--- src/sv/lps_pkg.sv ---
// shared types and constants for the line pixel stepper
// no dependencies; imported by every module of the block
`default_nettype none

package lps_pkg;

    // coordinate width and error accumulator width
    localparam int COORD_BITS = 12;
    localparam int ERR_BITS   = COORD_BITS + 2;
    localparam int COLOUR_BITS = 32;

    // request codes
    localparam logic REQ_START   = 1'b0;
    localparam logic REQ_ADVANCE = 1'b1;

    typedef logic [COORD_BITS-1:0]  coord_t;
    typedef logic signed [ERR_BITS-1:0] err_t;
    typedef logic [COLOUR_BITS-1:0] colour_t;

    // normalized line state, major axis rising
    typedef struct packed {
        logic   steep;
        coord_t major_pos;
        coord_t major_end;
        coord_t minor_pos;
        logic   step_down;
        coord_t major_span;
        coord_t minor_span;
        err_t   err;
    } line_t;

endpackage : lps_pkg

`default_nettype wire

--- src/sv/lps_setup.sv ---
// start path: normalizes two endpoints into a line state
// depends on lps_pkg
`default_nettype none

module lps_setup
    import lps_pkg::*;
(
    input  wire coord_t start_x,
    input  wire coord_t start_y,
    input  wire coord_t end_x,
    input  wire coord_t end_y,
    output line_t       line,
    output logic        is_last
);

    coord_t dx;
    coord_t dy;
    logic   steep;
    coord_t a0, b0, a1, b1;
    coord_t maj_s, min_s, maj_e, min_e;

    // absolute spans and steepness
    always_comb
    begin
        dx    = (start_x > end_x) ? (start_x - end_x) : (end_x - start_x);
        dy    = (start_y > end_y) ? (start_y - end_y) : (end_y - start_y);
        steep = dy > dx;
    end

    // axis swap for steep lines
    always_comb
    begin
        if (steep)
        begin
            a0 = start_y; b0 = start_x; a1 = end_y; b1 = end_x;
        end
        else
        begin
            a0 = start_x; b0 = start_y; a1 = end_x; b1 = end_y;
        end
    end

    // order endpoints so the major coordinate rises
    always_comb
    begin
        if (a1 < a0)
        begin
            maj_s = a1; min_s = b1; maj_e = a0; min_e = b0;
        end
        else
        begin
            maj_s = a0; min_s = b0; maj_e = a1; min_e = b1;
        end
    end

    // packed line state
    always_comb
    begin
        line.steep      = steep;
        line.major_pos  = maj_s;
        line.major_end  = maj_e;
        line.minor_pos  = min_s;
        line.step_down  = !(min_s < min_e);
        line.major_span = steep ? dy : dx;
        line.minor_span = steep ? dx : dy;
        line.err        = '0;
        is_last         = (maj_s == maj_e);
    end

endmodule : lps_setup

`default_nettype wire

--- src/sv/lps_advance.sv ---
// advance path: one midpoint step of the current line
// depends on lps_pkg
`default_nettype none

module lps_advance
    import lps_pkg::*;
(
    input  wire line_t cur,
    output line_t      nxt,
    output logic       is_last
);

    err_t   acc_sum;
    err_t   half_span;
    coord_t maj_next;

    // error update and minor step decision
    always_comb
    begin
        maj_next  = cur.major_pos + coord_t'(1);
        acc_sum   = cur.err + $signed({{(ERR_BITS-COORD_BITS){1'b0}}, cur.minor_span});
        half_span = $signed({{(ERR_BITS-COORD_BITS){1'b0}}, (cur.major_span >> 1)});

        nxt           = cur;
        nxt.major_pos = maj_next;
        nxt.err       = acc_sum;
        if (acc_sum > half_span)
        begin
            nxt.minor_pos = cur.step_down ? (cur.minor_pos - coord_t'(1))
                                          : (cur.minor_pos + coord_t'(1));
            nxt.err       = acc_sum - $signed({{(ERR_BITS-COORD_BITS){1'b0}}, cur.major_span});
        end
        is_last = (maj_next == cur.major_end);
    end

endmodule : lps_advance

`default_nettype wire

--- src/sv/line_pixel_stepper.sv ---
// pixel beats are registered: the beat for an accepted request appears in the cycle after it
// throughput: one request beat per cycle, also while a pixel beat waits if taken
// the pixel register holds one beat; requests stall only while it is full and not taken
// reset clears the active-line flag and the pixel valid flag; advances before a start give nothing
// top level: line state registers, pixel output register; uses lps_setup, lps_advance, lps_pkg
`default_nettype none

module line_pixel_stepper
    import lps_pkg::*;
(
    input  wire          clk,
    input  wire          rst_n,
    input  wire          req_valid,
    output logic         req_ready,
    input  wire          req_type,
    input  wire coord_t  start_x,
    input  wire coord_t  start_y,
    input  wire coord_t  end_x,
    input  wire coord_t  end_y,
    input  wire colour_t colour,
    output logic         pix_valid,
    input  wire          pix_ready,
    output coord_t       pixel_x,
    output coord_t       pixel_y,
    output colour_t      pixel_colour,
    output logic         last
);

    line_t   line_reg, line_next;
    logic    active_reg, active_next;
    colour_t colour_reg, colour_next;
    logic    valid_reg, valid_next;
    coord_t  px_reg, px_next;
    coord_t  py_reg, py_next;
    colour_t pc_reg, pc_next;
    logic    last_reg, last_next;

    line_t   setup_line;
    logic    setup_last;
    line_t   adv_line;
    logic    adv_last;
    logic    accept;
    logic    emit;

    lps_setup u_setup (
        .start_x (start_x),
        .start_y (start_y),
        .end_x   (end_x),
        .end_y   (end_y),
        .line    (setup_line),
        .is_last (setup_last)
    );

    lps_advance u_advance (
        .cur     (line_reg),
        .nxt     (adv_line),
        .is_last (adv_last)
    );

    // handshake
    assign req_ready = !valid_reg || pix_ready;
    assign accept    = req_valid && req_ready;

    // next state and pixel selection
    always_comb
    begin
        line_next   = line_reg;
        active_next = active_reg;
        colour_next = colour_reg;
        emit        = 1'b0;
        last_next   = last_reg;
        if (accept)
        begin
            case (req_type)
                REQ_START:
                begin
                    line_next   = setup_line;
                    colour_next = colour;
                    active_next = !setup_last;
                    last_next   = setup_last;
                    emit        = 1'b1;
                end
                REQ_ADVANCE:
                begin
                    if (active_reg)
                    begin
                        line_next   = adv_line;
                        active_next = !adv_last;
                        last_next   = adv_last;
                        emit        = 1'b1;
                    end
                end
                default:
                begin
                    emit = 1'b0;
                end
            endcase
        end

        px_next = line_next.steep ? line_next.minor_pos : line_next.major_pos;
        py_next = line_next.steep ? line_next.major_pos : line_next.minor_pos;
        pc_next = colour_next;

        if (emit)
            valid_next = 1'b1;
        else if (pix_ready)
            valid_next = 1'b0;
        else
            valid_next = valid_reg;
    end

    // control registers
    always_ff @(posedge clk or negedge rst_n)
    begin
        if (!rst_n)
        begin
            active_reg <= 1'b0;
            valid_reg  <= 1'b0;
        end
        else
        begin
            active_reg <= active_next;
            valid_reg  <= valid_next;
        end
    end

    // line state and pixel payload
    always_ff @(posedge clk)
    begin
        line_reg   <= line_next;
        colour_reg <= colour_next;
        if (emit)
        begin
            px_reg   <= px_next;
            py_reg   <= py_next;
            pc_reg   <= pc_next;
            last_reg <= last_next;
        end
    end

    assign pix_valid    = valid_reg;
    assign pixel_x      = px_reg;
    assign pixel_y      = py_reg;
    assign pixel_colour = pc_reg;
    assign last         = last_reg;

endmodule : line_pixel_stepper

`default_nettype wire

--- config.mk ---
export PLATFORM = sky130hd
export DESIGN_NAME = line_pixel_stepper
export DESIGN_NICKNAME = d
export VERILOG_FILES = /design/src/sv/lps_pkg.sv /design/src/sv/lps_setup.sv /design/src/sv/lps_advance.sv /design/src/sv/line_pixel_stepper.sv
export SDC_FILE = /design/constraint.sdc
export NUM_CORES = 1
export LEC_CHECK = 0
export BUFFER_PORTS_ARGS = -buffer_cell sky130_fd_sc_hd__buf_2
export CORE_ASPECT_RATIO = 0.9
export CORE_MARGIN = 4
export CORE_UTILIZATION = 40
export DETAILED_ROUTE_END_ITERATION = 6
export PLACE_DENSITY = 0.67
export SLEW_MARGIN = 20
export SYNTH_ARGS = -nofsm -noshare
export SYNTH_HDL_FRONTEND = slang
export SYNTH_SLANG_ARGS = --single-unit
export TNS_END_PERCENT = 100
--- constraint.sdc ---
create_clock -name clk -period 9.2 [get_ports clk]
set_input_delay 1.84 -clock clk [delete_from_list [all_inputs] [get_ports clk]]
set_output_delay 1.84 -clock clk [all_outputs]
set_load 0.01 [all_outputs]
=== After elaboration in Yosys (flattened, before gate mapping) ===
Index checks and enable logic that the tools add are counted.

* Latch bits: 0
* Memory bits (read-only): 0
* Register bits: 167
* Output and inout bits: 59
* Logic and storage cells: 75
* Memories kept: 0
* RAM bits: 0

* Shift-type cells: 0
* Bitwise logic cells: 1
* Reductions and logical operators: 10
* Multiply operators: 0
* Multiplexer cells: 31
* Add/subtract/negate cells: 9
* Divide/modulo/power cells: 0
* Equality and inequality tests: 3
* Order comparisons: 6

{| class="wikitable"
|+ Operators with widths
! kind !! number
|-
| 12-bit 2-to-1 mux || 16
|-
| 76-bit one-hot mux with 2 select lines || 1
|-
| 76-bit 2-to-1 mux || 1
|-
| 75-bit 2-to-1 mux || 1
|-
| 32-bit 2-to-1 mux || 2
|-
| 12-bit subtractor || 4
|-
| 12-bit greater-than comparator || 3
|-
| 12-bit by 1-bit adder with 12-bit output, second input constant || 2
|-
| 12-bit equality test || 2
|-
| 12-bit less-than comparator || 2
|-
| 14-bit by 13-bit adder with 14-bit output || 1
|-
| 14-bit by 12-bit greater-than comparator with 1-bit output || 1
|-
| 14-bit 2-to-1 mux || 1
|-
| 14-bit by 13-bit subtractor with 14-bit output || 1
|-
| 12-bit by 1-bit subtractor with 12-bit output, second input constant || 1
|-
| 1-bit 2-to-1 mux || 6
|-
| 1-bit one-hot mux with 2 select lines || 3
|-
| 1-bit zero test || 4
|-
| 2-bit AND reduction || 2
|-
| 3-bit AND reduction || 1
|-
| 2-bit by 1-bit inequality test with 1-bit output, second input constant || 1
|-
| 2-bit nonzero test || 1
|-
| 1-bit logical AND || 1
|-
| 1-bit logical OR || 1
|-
| 1-bit inverter || 1
|}

=== Depth between registers and ports, before layout ===
Gate-level depths: netlist of the first run.

* Word-level depth: 11
* Gate-level depth with buffers: 47
* Gate-level depth less buffers: 43

=== By module ===
From an unflattened synthesis of the first run, not the netlist that was laid out.

* Cells, all modules: 1600
* Area, all modules: 14560.2 um2

{| class="wikitable"
|+ By module, submodules not included
! module !! instances !! seq. area each (um2) !! area each (um2) !! cells an instance
|-
| line_pixel_stepper || 1 || 4434.3 || 6855.3 || 526
|-
| lps_setup || 1 || 0.0 || 4798.4 || 707
|-
| lps_advance || 1 || 0.0 || 2906.5 || 367
|}

=== Worst setup path after synthesis of the first run ===
Ideal clock, no wire load.

* Path kind: input port to flip-flop
* From: in start_x[0]
* To: reg line_reg[38] (netlist bit), data pin
* Path buffers: 4
* Required time: 8930 ps
* Stages: 45
* Slack: -757 ps
* Data arrival time: 9687 ps
* Cells stage by stage: inv_1 > ha_1 > inv_1 > fa_1 > a211oi_1 > o21a_1 > o21a_1 > nor2_1 > mux2_2 > o221ai_1 > a21oi_1 > o31ai_1 > xnor2_1 > ha_1 > nand4_1 > a211o_1 > a21oi_1 > clkbuf_1 > (+9 left out) > o31a_1 > nand2_1 > clkbuf_1 > buf_2 > nand2_1 > nand3_1 > o31ai_1 > ha_1 > a21oi_1 > nor2b_1 > o21ai_0 > nand2b_1 > a21oi_1 > nor2b_1 > o21ai_0 > nand2b_1 > a21oi_1 > a21oi_1

* Cells in the longest elaborated chain, start to end: 9
* Elaborated cells on any way between the ends: 15
* Classes of those cells: add/sub: 2; order compare: 4; mux: 8; reduce/logical: 1

{| class="wikitable"
|+ RTL lines
! item !! line !! text
|-
| start: declaration || line_pixel_stepper.sv:16 || <nowiki>input wire coord_t start_x,</nowiki>
|-
| 12-bit subtractor / 12-bit greater-than comparator (equally long branches) || lps_setup.sv:25 || <nowiki>dx = (start_x > end_x) ? (start_x - end_x) : (end_x - start_x);</nowiki>
|-
| 12-bit 2-to-1 mux || lps_setup.sv:25 ||
|-
| 12-bit greater-than comparator || lps_setup.sv:27 || <nowiki>steep = dy > dx;</nowiki>
|-
| 12-bit 2-to-1 mux || lps_setup.sv:33 || <nowiki>if (steep)</nowiki>
|-
| 12-bit less-than comparator || lps_setup.sv:46 || <nowiki>if (a1 < a0)</nowiki>
|-
| 12-bit 2-to-1 mux || lps_setup.sv:46 ||
|-
| 12-bit less-than comparator * || lps_setup.sv:63 || <nowiki>line.step_down = !(min_s < min_e);</nowiki>
|-
| 1-bit zero test * || lps_setup.sv:63 ||
|-
| 76-bit one-hot mux with 2 select lines * || line_pixel_stepper.sv:74 || <nowiki>case (req_type)</nowiki>
|-
| end signal: assignment || line_pixel_stepper.sv:130 || <nowiki>line_reg <= line_next;</nowiki>
|-
| end: declaration || line_pixel_stepper.sv:29 || <nowiki>line_t line_reg, line_next;</nowiki>
|}

Mark *: on every way between the ends. The rest lies on a longest branch, timed or not.
A chain may end at the register's enable or synchronous reset.

=== Worst setup path in the final report of the first run ===
Same ends and word-level chain as after synthesis.

==> out/metrics.cfg, run 1 <==
[sta]
relSlewSlack_pct=33.6
max_freq_mhz=111
finalHoldViolCount=0
finalCritPeriodShare_pct=97.5
setup_tns_ps=0
tightest_slew_ps=992
period_minus_slack_ps=8970
setup_viol=0
skew_ps=18.6
setup_ws_ps=227
holdWs_ps=448
slew_violations=0

[drt]
wire_per_inst_um=18.2
drt_iter0_markers=956
totalWireLength_um=43600
antenna_left=0
drc=0
routed-via-count=13300
avgViaCountPerCell=5.57
dr.pass1.iters=6

[placement]
pre_cts_slack_ps=-685
place_congestion=0.992
placed_area_sq_um=16700
dpl.hpwl_um=34400
port_buffers=143

[clock_tree]
cts_root_buf=clkbuf_16
clk_latency_ps=430
cts_tree=done
clk_path_buf_depth=2
cts-htree-levels=4
cts.clk_slew.worst_paths_ps=70
clock-sinks=167
numCtsBuffers=17

[flow_run]
cap_viol_max_count=0

[worst_hold_path]
hold_path.class=register to register

[cells_and_area]
final_cell_area_sq_um=17800
largest_register_ffs=76
antenna_cells=0
fillers=2954
fin_util_pct=55.3
drive_gt1_share_pct=30.0
final_nets=2180
syn_to_final_growth_pct=34.5

[critical_path]
worstSetupEndpointType=register
critPathLaunchType=primary input
critPathMaxStageDelay_ps=380
slowest_stage=fa_2
cp_max_fo=9
worst_ep_arrival_time_ps=9130
worstPathRequired_ps=9360
worstSetupPathType=primary input to register

[floorplan]
placementRows=62
dieWidth_um=200
die-area_sq_um=36100
coreArea_sq_um=32300
initial_core_util_pct=41.1
die_y_um=181
ios=144

[power]
vdd.ir_drop.worst_mv=0.287
power_density_nw_per_um2=382
p_leak_nw=8.31

[synthesis]
synth.ff_latch_count=167
synth_flop_cell=edfxtp_1
async_flop_share_pct=1.20
yosys_warnings=0
syn_inst=1554
ys_seq_area_share_pct=33.4
synth-edff-count=108
synth_nets=1771
synth.avg_cell_area_sq_um=8.54
ys_types=83
netlist_area_sq_um=13300

[global_route]
grt_pass1_vias=12900
antenna_found_initial=0
grt_pass1_wl_um=67200
grt.overflow.total=0
grt_start_max_net_pins=72
track_usage_pct=23.1

[run_status]
status=completed

stage by stage:
step                      std cells  power (W)
after floorplan                1554    0.00407
after global placement         2344    0.00549
after detailed placement       2344    0.00560
after CTS                      2376    0.00640
after global routing           2392    0.00734
final                          2392    0.00682
cell usage after synthesis, drive strengths merged, types with 23 or more instances:
| master | instances | area [sq um] |
|---|---|---|
| a211oi | 37 | 295 |
| a21o | 32 | 240 |
| a21oi | 100 | 500 |
| buf | 23 | 114 |
| clkbuf | 54 | 204 |
| dfxtp | 57 | 1140 |
| edfxtp | 108 | 3240 |
| ha | 125 | 1560 |
| inv | 114 | 428 |
| mux2i | 53 | 531 |
| nand2 | 213 | 800 |
| nand3 | 52 | 260 |
| nor2 | 122 | 460 |
| nor3 | 29 | 145 |
| o211ai | 23 | 173 |
| o21ai | 97 | 485 |
| xnor2 | 40 | 350 |
| xor2 | 27 | 236 |
power breakdown:
group / switching (W) / leakage (nW) / internal, W
registers: 0.000116 / 1.54 / 0.00108
clock network: 0.000366 / 0.304 / 0.000377
logic: 0.00263 / 6.47 / 0.00224
total: 0.00312 / 8.31 / 0.00370
critical path, delay by kind of cell:
kind | cells | cell delay, ps
simple gates | 9 | 1170
buf+inv | 8 | 1080
compound gates | 18 | 3150
fa+ha+maj | 5 | 1430
xor+xnor | 1 | 240
mux | 1 | 180
layout make-up:
cell class	count	area, sq um	area share [%]
multi-input cells	1195	8560	48.0
flip-flops and latches	167	4430	24.9
repair buffers	467	3250	18.2
well taps	416	520	2.92
inverters	115	432	2.42
clock buffers	17	425	2.38
clock inverters	15	214	1.20
final timing paths:
kind	from	end	slack (ps)	cells after the start
setup / recovery	start_x[0]	line_reg[38]	230	42
max in group asynchronous	rst_n	active_reg	7910	1
min in group asynchronous	rst_n	pix_valid	1180	1
setup reg to reg	line_reg[0]	pixel_x[2]	3960	19
hold reg to reg	colour_reg[20]	colour_reg[20]	450	2
hold / removal	colour_reg[20]	colour_reg[20]	450	2
cell usage in the layout, fill, tap and decap left out, types with 11 or more instances in the layout:
cell type and n:
a211o_1 11, a211oi_1 30, a21o_1 32, a21oi_1 85, a21oi_2 13, a31oi_1 11
and3_1 19, buf_2 143, buf_4 313, clkbuf_16 19, dfxtp_1 57, edfxtp_1 108
ha_1 119, inv_1 112, mux2i_1 51, nand2_1 210, nand3_1 52, nand4_1 15
nor2_1 115, nor2b_1 17, nor3_1 25, o211ai_1 23, o21ai_0 79, o21ai_1 12
o21bai_1 12, xnor2_1 39, xor2_1 26
kinds of logic (layout without fill, tap and decap cells):
group	after synthesis	count (layout)	synth area share (%)
AO/OA/AOI/OAI	430	430	21.9
XOR/XNOR	67	67	4.42
adder cells (fa/ha/maj)	133	133	12.9
buffers and inverters	192	614	5.65
flip-flops	167	167	33.4
multiplexers	62	62	4.76
AND/OR/NAND/NOR	503	503	16.9
layer usage:
metal	wire length, um	track usage (%)
met1	18700	29.8
met2	20900	39.3
met3	2070	2.53
met4	1870	9.29
met5	0	0
what timing repair did:
item | 4_1_cts | 5_1_grt
setup endpoints to repair | 1 | 1
gates resized for setup | 7 | 87
setup buffers | 0 | 13
cloned | 0 | 3
hold buffers | 0 | 0
pin swaps | 0 | 41
endpoints found under the hold margin | 0 | 0
Power figures use the tool's default switching activity.
==> inputs of run 2 (changes only) <==
==> constraint.sdc (replaced) <==
create_clock -name clk -period 9.2 [get_ports clk]
set_input_delay 0.46 -clock clk [delete_from_list [all_inputs] [get_ports clk]]
set_output_delay 0.46 -clock clk [all_outputs]
set_load 0.01 [all_outputs]
==> run 2 against run 1 <==
Hold slack lost 220 ps. Critical path depth rose by 2. Cell count shrank 11%.
==> out/metrics.cfg, run 2 (synthesized netlist as in run 1, its figures left out) <==
[sta]
tightest_slew_ps=1050  ; +54.0 ps
slew_violations=0  ; unchanged
max_freq_mhz=115  ; +3.1%
holdWs_ps=228  ; -220 ps
finalHoldViolCount=0  ; unchanged
skew_ps=30.4  ; +11.8 ps
setup_tns_ps=0  ; unchanged
period_minus_slack_ps=8700  ; -269 ps
relSlewSlack_pct=30.1  ; -3.5 points
setup_viol=0  ; unchanged
finalCritPeriodShare_pct=94.6  ; -2.9 points

[global_route]
grt_start_max_net_pins=58  ; -19%
track_usage_pct=22.3  ; -0.75 points
grt_pass1_wl_um=64200  ; -4.5%
grt.overflow.total=0  ; unchanged
antenna_found_initial=1  ; +1
grt_pass1_vias=11800  ; -9.0%

[placement]
place_congestion=1.01  ; +1.7%
dpl.hpwl_um=32400  ; -5.7%
port_buffers=143  ; unchanged

[clock_tree]
numCtsBuffers=17  ; unchanged
clk_latency_ps=440  ; about the same
cts_tree=done
cts_root_buf=clkbuf_16
cts.clk_slew.worst_paths_ps=80  ; about the same
clock-sinks=167  ; unchanged
clk_path_buf_depth=2  ; unchanged
cts-htree-levels=4  ; unchanged

[power]
clockPowerShare_pct=12.2  ; +1.3 points
switching_share_pct=47.9  ; +2.2 points
p_int_w=0.00311  ; -16%
power_density_nw_per_um2=387  ; +1.2%
combPwrFrac_pct=67.7  ; -3.9 points
vdd.ir_drop.worst_mv=0.225  ; -21%
p_switching_w=0.00286  ; -8.2%
p_leak_nw=7.00  ; -16%
seq_power_share_pct=20.0  ; +2.5 points

[drt]
antenna_left=0  ; unchanged
drt_iter0_markers=1047  ; +9.5%
totalWireLength_um=41500  ; -4.8%
dr.pass1.iters=6  ; unchanged
routed-via-count=12400  ; -7.0%
drc=0  ; unchanged
wire_per_inst_um=19.4  ; +6.5%
avgViaCountPerCell=5.79  ; +4.1%

[critical_path]
rr_startpoint=line_reg[0]
critPathMaxStageDelay_ps=420  ; +40 ps
worstPathRequired_ps=9370  ; about the same
reg2regPathDepth=17  ; -2
regToRegEndpoint=pixel_x[2]
cp_max_fo=8  ; -1
r2r_slack_ps=3890  ; -70 ps
worstSetupEndpointType=register
slowest_stage=fa_1
critPathLaunchType=primary input
worstSetupPathType=primary input to register
worst_ep_arrival_time_ps=8880  ; -250 ps
cp_common_cell=a21oi_1

[cells_and_area]
final_nets=1925  ; -12%
final_common_cell=nand2_1
fin_util_pct=47.9  ; -7.4 points
antenna_cells=0  ; unchanged
syn_to_final_growth_pct=16.5
drive_gt1_share_pct=16.3  ; -14 points
fillers=3123  ; +5.7%
largest_register_ffs=76  ; unchanged
final_cell_mix=nand2_1 (212), buf_2 (143), ha_1 (124)

[floorplan]
die_y_um=181  ; unchanged
initial_core_util_pct=41.1  ; unchanged
ios=144  ; unchanged
dieWidth_um=200  ; unchanged
die-area_sq_um=36100  ; unchanged
placementRows=62  ; unchanged
coreArea_sq_um=32300  ; unchanged

[run_status]
status=completed

[worst_hold_path]
hold_path.class=primary input to register
whs_path_depth=3  ; +1
hold_path_end=colour_reg[11]
min_from=colour[11]

[flow_run]
cap_viol_max_count=0  ; unchanged

[run 2: changes by cell type in the layout (fill, tap and decap cells not counted), moves of 4 or more]
| cell | change |
|---|---|
| a21oi_2 | -11 |
| buf_4 | -248 |
| a21oi_1 | +13 |
| ha_1 | +5 |
| a211oi_1 | +4 |
| o21ai_2 | -5 |
| clkinv_8 | -6 |
| o21ai_0 | +13 |
| o21ai_1 | -8 |
| buf_6 | -5 |
[run 2: stage by stage]
step | setup WS, ps | power (W) | std cells | instance area (sq um)
floorplan | 623 | 0.00399 | 1554 | 13300
global placement | 120 | 0.00502 | 2099 | 14700
detailed placement | -105 | 0.00510 | 2099 | 14700
CTS | 314 | 0.00587 | 2132 | 15300
global route | -35.5 | 0.00648 | 2137 | 15500
finish | 496 | 0.00597 | 2137 | 15500
[run 2: timing repair]
item	in CTS	in global routing
hold buffers	1	0
gates resized for setup	0	23
setup buffers	0	3
setup endpoints to repair	0	1
hold endpoints to repair	2	0
[run 2: worst max-delay path by stage]
| stage | to | slack (ps) | depth (start not counted) | startpoint |
|---|---|---|---|---|
| 6_report | line_reg[38] | 500 | 44 | start_x[0] |
| 3_5_place_dp | line_reg[38] | -110 | 41 | start_y[0] |
| 3_3_place_gp | line_reg[38] | 120 | 43 | start_y[0] |
| 4_1_cts | line_reg[38] | 310 | 41 | start_y[0] |
| 2_1_floorplan | line_reg[38] | 620 | 45 | start_x[0] |
| 5_1_grt | line_reg[38] | -40 | 45 | start_x[0] |
[run 2: final cells by class]
class,instances,area [sq um],share of cell area [%]
clock buffer,20,479,3.10
clock inverter,12,124,0.802
inverter,115,432,2.79
multi-input combinational,1197,8230,53.3
sequential,167,4430,28.7
tap,416,520,3.37
timing repair buffer,210,1230,7.98
[run 2: routing by layer]
metal	up-vias	global-route usage (%)	part of all wire [%]
li1	5944	-	-
met1	5826	29.6	42
met2	502	36.0	47
met3	101	3.87	6.8
met4	2	8.96	4.0
met5	-	0	0.031
[run 2: critical path: cells and delay by family]
family | cells | cell delay, ps
compound gates | 19 | 3870
mux | 1 | 150
simple gates | 11 | 1480
buf+inv | 7 | 1000
xor+xnor | 1 | 400
fa+ha+maj | 5 | 1480
[run 2: power by group through the flow]
stage                     clock network (W)  registers, W  logic, W
final                              0.000731       0.00120   0.00405
after global routing               0.000780       0.00122   0.00448
after CTS                          0.000744       0.00120   0.00393
after detailed placement                  0       0.00121   0.00389
after global placement                    0       0.00120   0.00382
after floorplan                           0       0.00121   0.00277
